<file path="config.mk">
export PLATFORM = sky130hd
export DESIGN_NAME = arena_occupancy_monitor
export DESIGN_NICKNAME = d
export VERILOG_FILES = /design/src/hdl/aom_pkg.sv /design/src/hdl/aom_core.sv /design/src/hdl/aom_out_reg.sv /design/src/hdl/arena_occupancy_monitor.sv
export SDC_FILE = /design/constraint.sdc
export NUM_CORES = 2
export LEC_CHECK = 0
export ABC_AREA = 0
export ABC_CLOCK_PERIOD_IN_PS = 31900
export BUFFER_PORTS_ARGS = -buffer_cell sky130_fd_sc_hd__buf_2
export CORE_MARGIN = 4
export CORE_UTILIZATION = 30
export CTS_CLUSTER_DIAMETER = 80
export DETAILED_ROUTE_END_ITERATION = 8
export PLACE_DENSITY_LB_ADDON = 0.12
export SLEW_MARGIN = 40
export SYNTH_ARGS = -nofsm -noshare
export SYNTH_HDL_FRONTEND = slang
export SYNTH_SLANG_ARGS = --single-unit
</file>
<file path="constraint.sdc">
create_clock -name clk -period 31.9 [get_ports clk]
set_input_delay 6.38 -clock clk [delete_from_list [all_inputs] [get_ports clk]]
set_output_delay 6.38 -clock clk [all_outputs]
set_load 0.02 [all_outputs]
</file>
<file path="src/hdl/aom_pkg.sv">
// Shared types and constants for the arena occupancy monitor.
`timescale 1ns / 1ps

package aom_pkg;

	localparam int CMD_W     = 3;
	localparam int ARENA_W   = 3;
	localparam int BYTE_W    = 48;
	localparam int TALLY_W   = 32;
	localparam int TOTAL_W   = 51;
	localparam int STATUS_W  = 2;
	localparam int S_TDATA_W = 56;
	localparam int M_TDATA_W = 232;

	typedef enum logic [CMD_W-1:0] {
		CMD_ALLOC   = 3'd0,
		CMD_RELEASE = 3'd1,
		CMD_CHECK   = 3'd2,
		CMD_CLEAR   = 3'd3,
		CMD_PEAKS   = 3'd4
	} aom_cmd_t;

	typedef enum logic [STATUS_W-1:0] {
		STS_OK          = 2'd0,
		STS_RELEASE_ERR = 2'd1,
		STS_BUDGET_ERR  = 2'd2
	} aom_status_t;

	typedef struct packed {
		aom_cmd_t            command;
		logic [ARENA_W-1:0]  arena;
		logic [BYTE_W-1:0]   byte_count;
	} aom_req_t;

	typedef struct packed {
		aom_status_t         status;
		logic [BYTE_W-1:0]   arena_current;
		logic [BYTE_W-1:0]   arena_peak;
		logic [TALLY_W-1:0]  arena_allocations;
		logic [TOTAL_W-1:0]  current_total;
		logic [TOTAL_W-1:0]  peak_total;
	} aom_result_t;

endpackage

</file>
<file path="src/hdl/aom_core.sv">
// Per-arena occupancy, peak and tally state with running totals and command decode.
`timescale 1ns / 1ps

module aom_core import aom_pkg::*; #(
	parameter int ARENA_COUNT = 5,
	parameter int BYTE_BITS   = 48
) (
	input  logic                clk,
	input  logic                arst_n,
	input  logic                req_valid,
	input  aom_req_t            req,
	input  logic                budget_limit_wr,
	input  logic [BYTE_W-1:0]   budget_limit_data,
	output aom_result_t         result
);

	localparam int AW = (ARENA_COUNT > 1) ? $clog2(ARENA_COUNT) : 1;
	localparam int TW = BYTE_BITS + $clog2(ARENA_COUNT);
	localparam int BX = (BYTE_BITS > BYTE_W) ? BYTE_BITS : BYTE_W;
	localparam int TX = (TW > TOTAL_W) ? TW : TOTAL_W;
	localparam int CW = (TW + 1 > BYTE_W) ? TW + 1 : BYTE_W;

	logic [BYTE_BITS-1:0] occ_q  [ARENA_COUNT];
	logic [BYTE_BITS-1:0] peak_q [ARENA_COUNT];
	logic [TALLY_W-1:0]   tally_q[ARENA_COUNT];
	logic [TW-1:0]        cur_total_q;
	logic [TW-1:0]        peak_total_q;
	logic [BYTE_W-1:0]    limit_q;

	logic                 arena_ok;
	logic [AW-1:0]        idx;
	logic [BX-1:0]        bytes_x;
	logic [BYTE_BITS-1:0] bytes;
	logic [BYTE_BITS-1:0] occ_sel;
	logic [BYTE_BITS-1:0] peak_sel;
	logic [TALLY_W-1:0]   tally_sel;
	logic [BYTE_BITS:0]   add_sum;
	logic [BYTE_BITS-1:0] add_occ;
	logic [BYTE_BITS-1:0] add_peak;
	logic                 rel_err;
	logic [CW-1:0]        chk_sum;
	logic                 chk_fail;
	logic [BYTE_BITS-1:0] occ_n;
	logic [BYTE_BITS-1:0] peak_n;
	logic [TALLY_W-1:0]   tally_n;
	logic [TW-1:0]        cur_total_n;
	logic [TW-1:0]        peak_total_n;
	aom_status_t          status_n;
	logic                 wr_sel;
	logic                 clr_all;
	logic                 ptc_all;
	logic [BX-1:0]        occ_nx;
	logic [BX-1:0]        peak_nx;
	logic [TX-1:0]        cur_total_x;
	logic [TX-1:0]        peak_total_x;

	always_comb begin
		arena_ok  = int'(req.arena) < ARENA_COUNT;
		idx       = AW'(req.arena);
		bytes_x   = BX'(req.byte_count);
		bytes     = bytes_x[BYTE_BITS-1:0];
		occ_sel   = occ_q[idx];
		peak_sel  = peak_q[idx];
		tally_sel = tally_q[idx];

		add_sum  = {1'b0, occ_sel} + {1'b0, bytes};
		add_occ  = add_sum[BYTE_BITS] ? '1 : add_sum[BYTE_BITS-1:0];
		add_peak = (add_occ > peak_sel) ? add_occ : peak_sel;
		rel_err  = bytes > occ_sel;
		chk_sum  = CW'(cur_total_q) + CW'(bytes);
		chk_fail = (limit_q != '0) && (chk_sum > CW'(limit_q));

		occ_n        = occ_sel;
		peak_n       = peak_sel;
		tally_n      = tally_sel;
		cur_total_n  = cur_total_q;
		peak_total_n = peak_total_q;
		status_n     = STS_OK;
		wr_sel       = 1'b0;
		clr_all      = 1'b0;
		ptc_all      = 1'b0;

		case (req.command)
			CMD_ALLOC: begin
				if (arena_ok) begin
					wr_sel       = 1'b1;
					occ_n        = add_occ;
					peak_n       = add_peak;
					tally_n      = (tally_sel == '1) ? tally_sel : tally_sel + TALLY_W'(1);
					cur_total_n  = cur_total_q + TW'(add_occ - occ_sel);
					peak_total_n = peak_total_q + TW'(add_peak - peak_sel);
				end
			end
			CMD_RELEASE: begin
				if (arena_ok) begin
					if (rel_err) begin
						status_n = STS_RELEASE_ERR;
					end else begin
						wr_sel      = 1'b1;
						occ_n       = occ_sel - bytes;
						cur_total_n = cur_total_q - TW'(bytes);
					end
				end
			end
			CMD_CHECK: begin
				if (chk_fail) begin
					status_n = STS_BUDGET_ERR;
				end
			end
			CMD_CLEAR: begin
				clr_all      = 1'b1;
				occ_n        = '0;
				peak_n       = '0;
				tally_n      = '0;
				cur_total_n  = '0;
				peak_total_n = '0;
			end
			CMD_PEAKS: begin
				ptc_all      = 1'b1;
				peak_n       = occ_sel;
				peak_total_n = cur_total_q;
			end
			default: begin
			end
		endcase

		occ_nx       = BX'(occ_n);
		peak_nx      = BX'(peak_n);
		cur_total_x  = TX'(cur_total_n);
		peak_total_x = TX'(peak_total_n);

		result.status            = status_n;
		result.arena_current     = arena_ok ? occ_nx[BYTE_W-1:0] : '0;
		result.arena_peak        = arena_ok ? peak_nx[BYTE_W-1:0] : '0;
		result.arena_allocations = arena_ok ? tally_n : '0;
		result.current_total     = cur_total_x[TOTAL_W-1:0];
		result.peak_total        = peak_total_x[TOTAL_W-1:0];
	end

	always_ff @(posedge clk or negedge arst_n) begin
		if (!arst_n) begin
			for (int i = 0; i < ARENA_COUNT; i++) begin
				occ_q[i]   <= '0;
				peak_q[i]  <= '0;
				tally_q[i] <= '0;
			end
			cur_total_q  <= '0;
			peak_total_q <= '0;
			limit_q      <= '0;
		end else begin
			if (budget_limit_wr) begin
				limit_q <= budget_limit_data;
			end
			if (req_valid) begin
				cur_total_q  <= cur_total_n;
				peak_total_q <= peak_total_n;
				if (clr_all) begin
					for (int i = 0; i < ARENA_COUNT; i++) begin
						occ_q[i]   <= '0;
						peak_q[i]  <= '0;
						tally_q[i] <= '0;
					end
				end else if (ptc_all) begin
					for (int i = 0; i < ARENA_COUNT; i++) begin
						peak_q[i] <= occ_q[i];
					end
				end else if (wr_sel) begin
					occ_q[idx]   <= occ_n;
					peak_q[idx]  <= peak_n;
					tally_q[idx] <= tally_n;
				end
			end
		end
	end

	// every arena peak stays at or above its occupancy, so the sums do too
	a_peak_ge_cur: assert property (@(posedge clk) disable iff (!arst_n)
		peak_total_q >= cur_total_q)
		else $error("peak total below current total");

	a_clear_zero: assert property (@(posedge clk) disable iff (!arst_n)
		req_valid && req.command == CMD_CLEAR |=> cur_total_q == '0 && peak_total_q == '0)
		else $error("totals not cleared");

	a_check_no_change: assert property (@(posedge clk) disable iff (!arst_n)
		req_valid && req.command == CMD_CHECK |=> $stable(cur_total_q) && $stable(peak_total_q))
		else $error("budget check changed totals");

	a_rel_err_hold: assert property (@(posedge clk) disable iff (!arst_n)
		req_valid && req.command == CMD_RELEASE && result.status == STS_RELEASE_ERR
		|=> $stable(cur_total_q))
		else $error("refused release changed occupancy");

endmodule

</file>
<file path="src/hdl/aom_out_reg.sv">
// Result register stage with valid/ready handshake.
`timescale 1ns / 1ps

module aom_out_reg import aom_pkg::*; (
	input  logic        clk,
	input  logic        arst_n,
	input  logic        in_valid,
	output logic        in_ready,
	input  aom_result_t in_result,
	output logic        out_valid,
	input  logic        out_ready,
	output aom_result_t out_result
);

	logic        valid_q;
	aom_result_t result_q;

	assign in_ready   = !valid_q || out_ready;
	assign out_valid  = valid_q;
	assign out_result = result_q;

	always_ff @(posedge clk or negedge arst_n) begin
		if (!arst_n) begin
			valid_q <= 1'b0;
		end else if (in_ready) begin
			valid_q <= in_valid;
		end
	end

	always_ff @(posedge clk) begin
		if (in_valid && in_ready) begin
			result_q <= in_result;
		end
	end

endmodule

</file>
<file path="src/hdl/arena_occupancy_monitor.sv">
// Top level of the arena occupancy monitor: stream ports, budget register port.
// A result is registered and appears on m_tdata in the cycle after its request is accepted.
// Throughput: one request per cycle while m_tready is high; s_tready = !m_tvalid || m_tready.
// Occupancy, peak and allocation counts update on acceptance; totals are kept
// as running sums so a command needs one add chain and one compare.
// Reset (arst_n low) clears all counters, totals, the budget limit and m_tvalid.
`timescale 1ns / 1ps

module arena_occupancy_monitor import aom_pkg::*; #(
	parameter int ARENA_COUNT = 5,
	parameter int BYTE_BITS   = 48
) (
	input  logic                  clk,
	input  logic                  arst_n,
	input  logic                  s_tvalid,
	output logic                  s_tready,
	// command[2:0], arena[5:3], byte_count[53:6], zero pad
	input  logic [S_TDATA_W-1:0]  s_tdata,
	output logic                  m_tvalid,
	input  logic                  m_tready,
	// status[1:0], arena_current[49:2], arena_peak[97:50], arena_allocations[129:98],
	// current_total[180:130], peak_total[231:181]
	output logic [M_TDATA_W-1:0]  m_tdata,
	input  logic                  budget_limit_wr,
	input  logic [BYTE_W-1:0]     budget_limit_data
);

	aom_req_t    req;
	aom_result_t core_result;
	aom_result_t out_result;
	logic        req_fire;

	assign req.command    = aom_cmd_t'(s_tdata[CMD_W-1:0]);
	assign req.arena      = s_tdata[CMD_W +: ARENA_W];
	assign req.byte_count = s_tdata[CMD_W + ARENA_W +: BYTE_W];
	assign req_fire       = s_tvalid && s_tready;

	aom_core #(
		.ARENA_COUNT (ARENA_COUNT),
		.BYTE_BITS   (BYTE_BITS)
	) u_core (
		.clk               (clk),
		.arst_n            (arst_n),
		.req_valid         (req_fire),
		.req               (req),
		.budget_limit_wr   (budget_limit_wr),
		.budget_limit_data (budget_limit_data),
		.result            (core_result)
	);

	aom_out_reg u_out_reg (
		.clk        (clk),
		.arst_n     (arst_n),
		.in_valid   (s_tvalid),
		.in_ready   (s_tready),
		.in_result  (core_result),
		.out_valid  (m_tvalid),
		.out_ready  (m_tready),
		.out_result (out_result)
	);

	assign m_tdata = {
		out_result.peak_total,
		out_result.current_total,
		out_result.arena_allocations,
		out_result.arena_peak,
		out_result.arena_current,
		out_result.status
	};

endmodule
</file>
## Word-level counts from Yosys, hierarchy flattened

Cells that the tools add are included.

- Equality and inequality tests: 6
- Multiplexer cells: 52
- Bitwise gates (word level): 1
- $lt $le $gt $ge: 6
- Add/subtract/negate cells: 9
- Reduce and logical (&&, ||, !) cells: 11

Operators by type and width:

| cell | count |
|---|---|
| two-way mux 240 bit | 6 |
| two-way mux 48 bit | 11 |
| bitwise mux 240 bit | 2 |
| two-way mux 160 bit | 3 |
| case mux 51 bit (3 select lines) | 2 |
| binary-select mux 48 bit (select 3 bit) | 2 |
| case mux 48 bit (3 select lines) | 2 |
| two-way mux 51 bit | 4 |
| bitwise mux 160 bit | 1 |
| two-way mux 32 bit | 5 |
| demux 48 bit (select 3 bit) | 1 |
| adder 51 bit | 2 |
| subtractor 48 x 48 -> 49 bit | 2 |
| binary-select mux 32 bit (select 3 bit) | 1 |
| demux 32 bit (select 3 bit) | 1 |
| greater-than comparator 48 bit | 2 |
| case mux 32 bit (2 select lines) | 1 |
| adder 51 x 48 -> 52 bit | 1 |
| greater-than comparator 52 x 48 -> 1 bit | 1 |
| subtractor 51 x 48 -> 51 bit | 1 |
| adder 48 x 48 -> 49 bit | 1 |
| nonzero test 48 bit | 1 |
| subtractor 48 bit | 1 |
| adder 32 x 1 -> 32 bit, second input constant | 1 |
| other kinds (21) | 30 |

- Output and inout port bits: 234
- Word-level logic and storage cells: 110
- Bits in registers: 1,023

## Logic depth before layout (Yosys ltp)

- Depth after elaboration: 14
- Depth in mapped cells: 68

## Modules after synthesis

From an unflattened synthesis, not the netlist that was laid out.

- Cells, all modules: 8,171
- Area, all modules: 72,039.1 um2

By module, submodules not included:

| module | area each (um2) | times used | cells an instance | seq. area each (um2) |
|---|---|---|---|---|
| aom_core | 65,012.4 | 1 | 7,934 | 19,769.0 |
| aom_out_reg | 7,020.5 | 1 | 236 | 6,991.7 |
| arena_occupancy_monitor | 6.3 | 1 | 1 | 0.0 |

## Worst setup path after synthesis

OpenSTA, ideal clock, no wires.

- Path type: input port to flip-flop
- From: input port s_tdata[4]
- To: register u_out_reg.result_q, in the netlist u_out_reg.out_result[50], data pin
- Library setup time: 0.174 ns
- Required time: 31.726 ns
- Cell stages on the path: 60
- Data arrival time: 18.853 ns
- Path buffers: 14
- Setup slack: 12.873 ns
- Cell sequence: buf_6 -> buf_6 -> buf_6 -> buf_6 -> buf_6 -> buf_6 -> buf_2 -> buf_1 -> mux2_2 -> a21oi_1 -> o21a_1 -> inv_1 -> ha_1 -> buf_2 -> inv_2 -> a21oi_1 -> o21bai_1 -> a21o_1 -> [24 not listed] -> a221o_1 -> a21o_1 -> a21oi_1 -> xnor2_1 -> ha_1 -> clkbuf_1 -> a21o_1 -> a21o_1 -> a31oi_1 -> o22ai_1 -> a41oi_1 -> o31ai_1 -> o41ai_1 -> nor4bb_1 -> nor3_1 -> xnor2_1 -> nor3_1 -> a311oi_1

RTL lines:

| what | RTL line | text |
|---|---|---|
| start: declaration | arena_occupancy_monitor.sv:18 | `input logic [S_TDATA_W-1:0] s_tdata,` |
| end signal: assignment | aom_out_reg.sv:32 | `result_q <= in_result;` |
| end: declaration | aom_out_reg.sv:16 | `aom_result_t result_q;` |

==> metrics <==
Syn Std Cell Area 0.0712 sq mm; post-synthesis async set-or-reset flop share 77.3%; maximum number of pins on one net before global-route repair between 100 and 150; final setup violating endpoints 0; Initial Utilization between 30% and 40%; Final GP Congestion about 0.94; number of I/O port buffers 340; Reg2Reg Setup Slack 16.17 ns; hold-fix buffers at CTS 0; routed vias 65,100; total negative slack for setup checks 0 ns; overall routed net length ~330,000 um; data required time of the critical path between 30 and 40 ns; CP Max Fanout 74; run status finished clean; number of antenna violations at the first check in global routing 9; depth of the CTS H-tree 4; clock-pin slew of the registers on the worst-case setup and hold paths about 0.06 ns; post-placement cell area roughly 0.077 sq mm; crit path max-delay cell type sky130_fd_sc_hd__a2111oi_1; WP buf/inv 12; DRC violation count after routing 0; RSZ-0062 raised after global routing no; setup bufs post-CTS 0; leakage power total roughly 36 nW; number of iterations in the first detailed-routing pass 6; TritonCTS clock tree yes; Floorplan Core Area between 0.2 and 0.25 sq mm; worst hold-check path type reg -> reg; fraction of final layout cells with drive strength greater than 1 between 10% and 20%; number of DRC markers in iteration 0 ~5,700; overflow left after global routing 0; Site Rows approximately 180; deepest clock path buffer count 3; Net Count, Synth ~8,400; average size of a mapped cell slightly above 9 sq um; Setup WS post-layout roughly 9.4 ns; number of global-route vias before repair around 65,000; TritonCTS Buffers roughly 130; final net count about 8,600; Finished Layout Cells 11,300; maximum vdd drop approximately 0.000047 V; Die Area about 0.25 sq mm; synth unique cells between 100 and 150; Fmax ~0.045 GHz; Arr. time, crit path around 23 ns; category of cells accounting for the largest share of critical-path delay compound AO/OA/AOI/OAI gates; leading cell types by total area after synthesis sky130_fd_sc_hd__dfrtp_1 28%, sky130_fd_sc_hd__edfxtp_1 9.8%, sky130_fd_sc_hd__ha_1 8.5%; count of nets left with antenna violations after detail routing 0; top-level port count between 300 and 400; number of slew-limit violations in the final report 0; library cell occupying the most area in the post-synthesis netlist sky130_fd_sc_hd__dfrtp_1; post-synthesis sequential element count 1,023; synthesized instance count just under 8,000; setup slack at placement 8.60 ns; number of synthesized flops with an enable pin 232; worst clock skew on the final layout 0.0342 ns; peak per-stage delay on the critical path 0.81 ns; Critical Path End Type flip-flop; drt wl/cell slightly below 30 um; Syn-to-layout area delta 14.5%; Die Span X just under 500 um; share of Yosys cell area claimed by the top area cell type between 20% and 30%; main flop type after synthesis sky130_fd_sc_hd__dfrtp_1; instance count after placement with tap cells included 11,000; Vert. Die Dim slightly below 500 um; clk sink count 1,023; final period utilization around 70%; type of the worst setup path in -> reg; total global-route track usage approximately a quarter; average via count per standard cell just under 6; clock latency reported for the late side of the worst-skew pair roughly 0.82 ns; warnings from Yosys 0; power density over the cells roughly 68 mW/mm^2; sequential fraction of the synthesis area approximately 38%; Post-DP HPWL 245,000 um; worst rel slew slack 37.3%; shortest clock period the worst path allows after layout around 22 ns; CTS Root Buffer Type sky130_fd_sc_hd__clkbuf_16; post-route standard cell area excluding fillers ~0.08 sq mm; measured slew at the worst slew-check pin 0.940 ns; number of gates given a new drive strength after cts 0; first-pass GRT wire length 472,000 um; number of maximum-capacitance constraint violations 0; crit path launch type input port; number of hold violations in the final report 0
==> sequential cells by signal (all words and copies together), names as in the netlist <==
name	flops
u_out_reg.out_result	232
u_out_reg.out_valid	1
u_core.peak_total_q	51
u_core.cur_total_q	51
u_core.tally_q	160
u_core.limit_q	48
u_core.peak_q	240
u_core.occ_q	240
==> logic make-up after synthesis <==
group,share of synthesized area (%)
compound gates,26.6
simple gates,13.4
flops,37.6
buf+inv,5.03
fa+ha+maj,8.74
xor+xnor,4.07
mux,4.53
==> cell usage in the layout, fill, tap and decap left out, drive strengths merged, types with 217 or more instances in the layout <==
| master | synthesis | routed |
|---|---|---|
| a21o | 217 | 217 |
| a21oi | 616 | 616 |
| a22o | 259 | 259 |
| buf | 148 | 514 |
| dfrtp | 791 | 791 |
| edfxtp | 232 | 232 |
| ha | 485 | 485 |
| inv | 386 | 400 |
| nand2 | 852 | 852 |
| nor2 | 614 | 614 |
| o21ai | 687 | 687 |
| xnor2 | 246 | 246 |
==> synth_stat cells (all sizes together), types with 92 or more instances <==
cell      n
mux4     99
a21o    217
o21bai   92
inv     386
ha      485
a22oi   212
xnor2   246
nand3   122
a221oi   99
dfrtp   791
nand2   852
clkbuf  324
nor2    614
o21ai   687
a21oi   616
buf     148
edfxtp  232
a22o    259
==> through the flow <==
stage | power [mW] | hold slack, ns | util [%]
2_1_floorplan | 3.21 | 0.442 | -
5_1_grt | 5.90 | 0.499 | 34.6
3_3_place_gp | 3.94 | 0.456 | 32.4
6_report | 5.57 | 0.476 | 34.6
4_1_cts | 5.59 | 0.478 | 34.5
3_5_place_dp | 3.96 | 0.465 | 32.6
==> report_power, final <==
part	internal, mW	switching, mW	leakage, nW
logic	0.871	1.51	20.6
registers	1.47	0.116	13.0
clock network	0.935	0.665	2.25
total	3.28	2.29	35.8
==> path summary, 6_finish.rpt <==
kind,startpoint,endpoint,depth (start not counted)
worst min register to register,u_core.tally_q[129],u_core.tally_q[129],2
max in group asynchronous,arst_n,u_core.peak_q[186],6
worst max-delay path,s_tdata[4],u_out_reg.out_result[50],60
min in group asynchronous,arst_n,u_core.limit_q[0],1
worst max register to register,u_core.occ_q[48],u_out_reg.out_result[50],59
worst min-delay path,u_core.tally_q[129],u_core.tally_q[129],2
==> per-layer routing <==
layer / up-vias / GRT usage [%] / wire length [um]
li1: 29400 / - / -
met1: 33000 / 35.9 / 149000
met2: 2296 / 42.7 / 152000
met3: 447 / 3.54 / 18000
met4: 0 / 9.31 / 13000
met5: - / 0 / 0
==> worst register-to-register path: cells and delay by family, from the launching register on <==
kind,cells,cell delay [ns]
AOI/OAI and AO/OA,25,6.67
xor gates and xnor gates,2,0.64
adders and majority gates,6,2.09
buffers and inverters,9,1.82
DFF,1,0.40
muxes,1,0.29
and+or+nand+nor,16,3.62
==> cell type report <==
class	instances	area, sq um
fill	24400	154000
multi-input combinational	5948	41500
sequential	1023	26800
tap	3150	3940
clock buffer	175	3700
timing repair buffer	522	3350
inverter	393	1490
clock inverter	70	886
antenna	6	15.0
No activity file was read; power rests on OpenSTA's default activity.
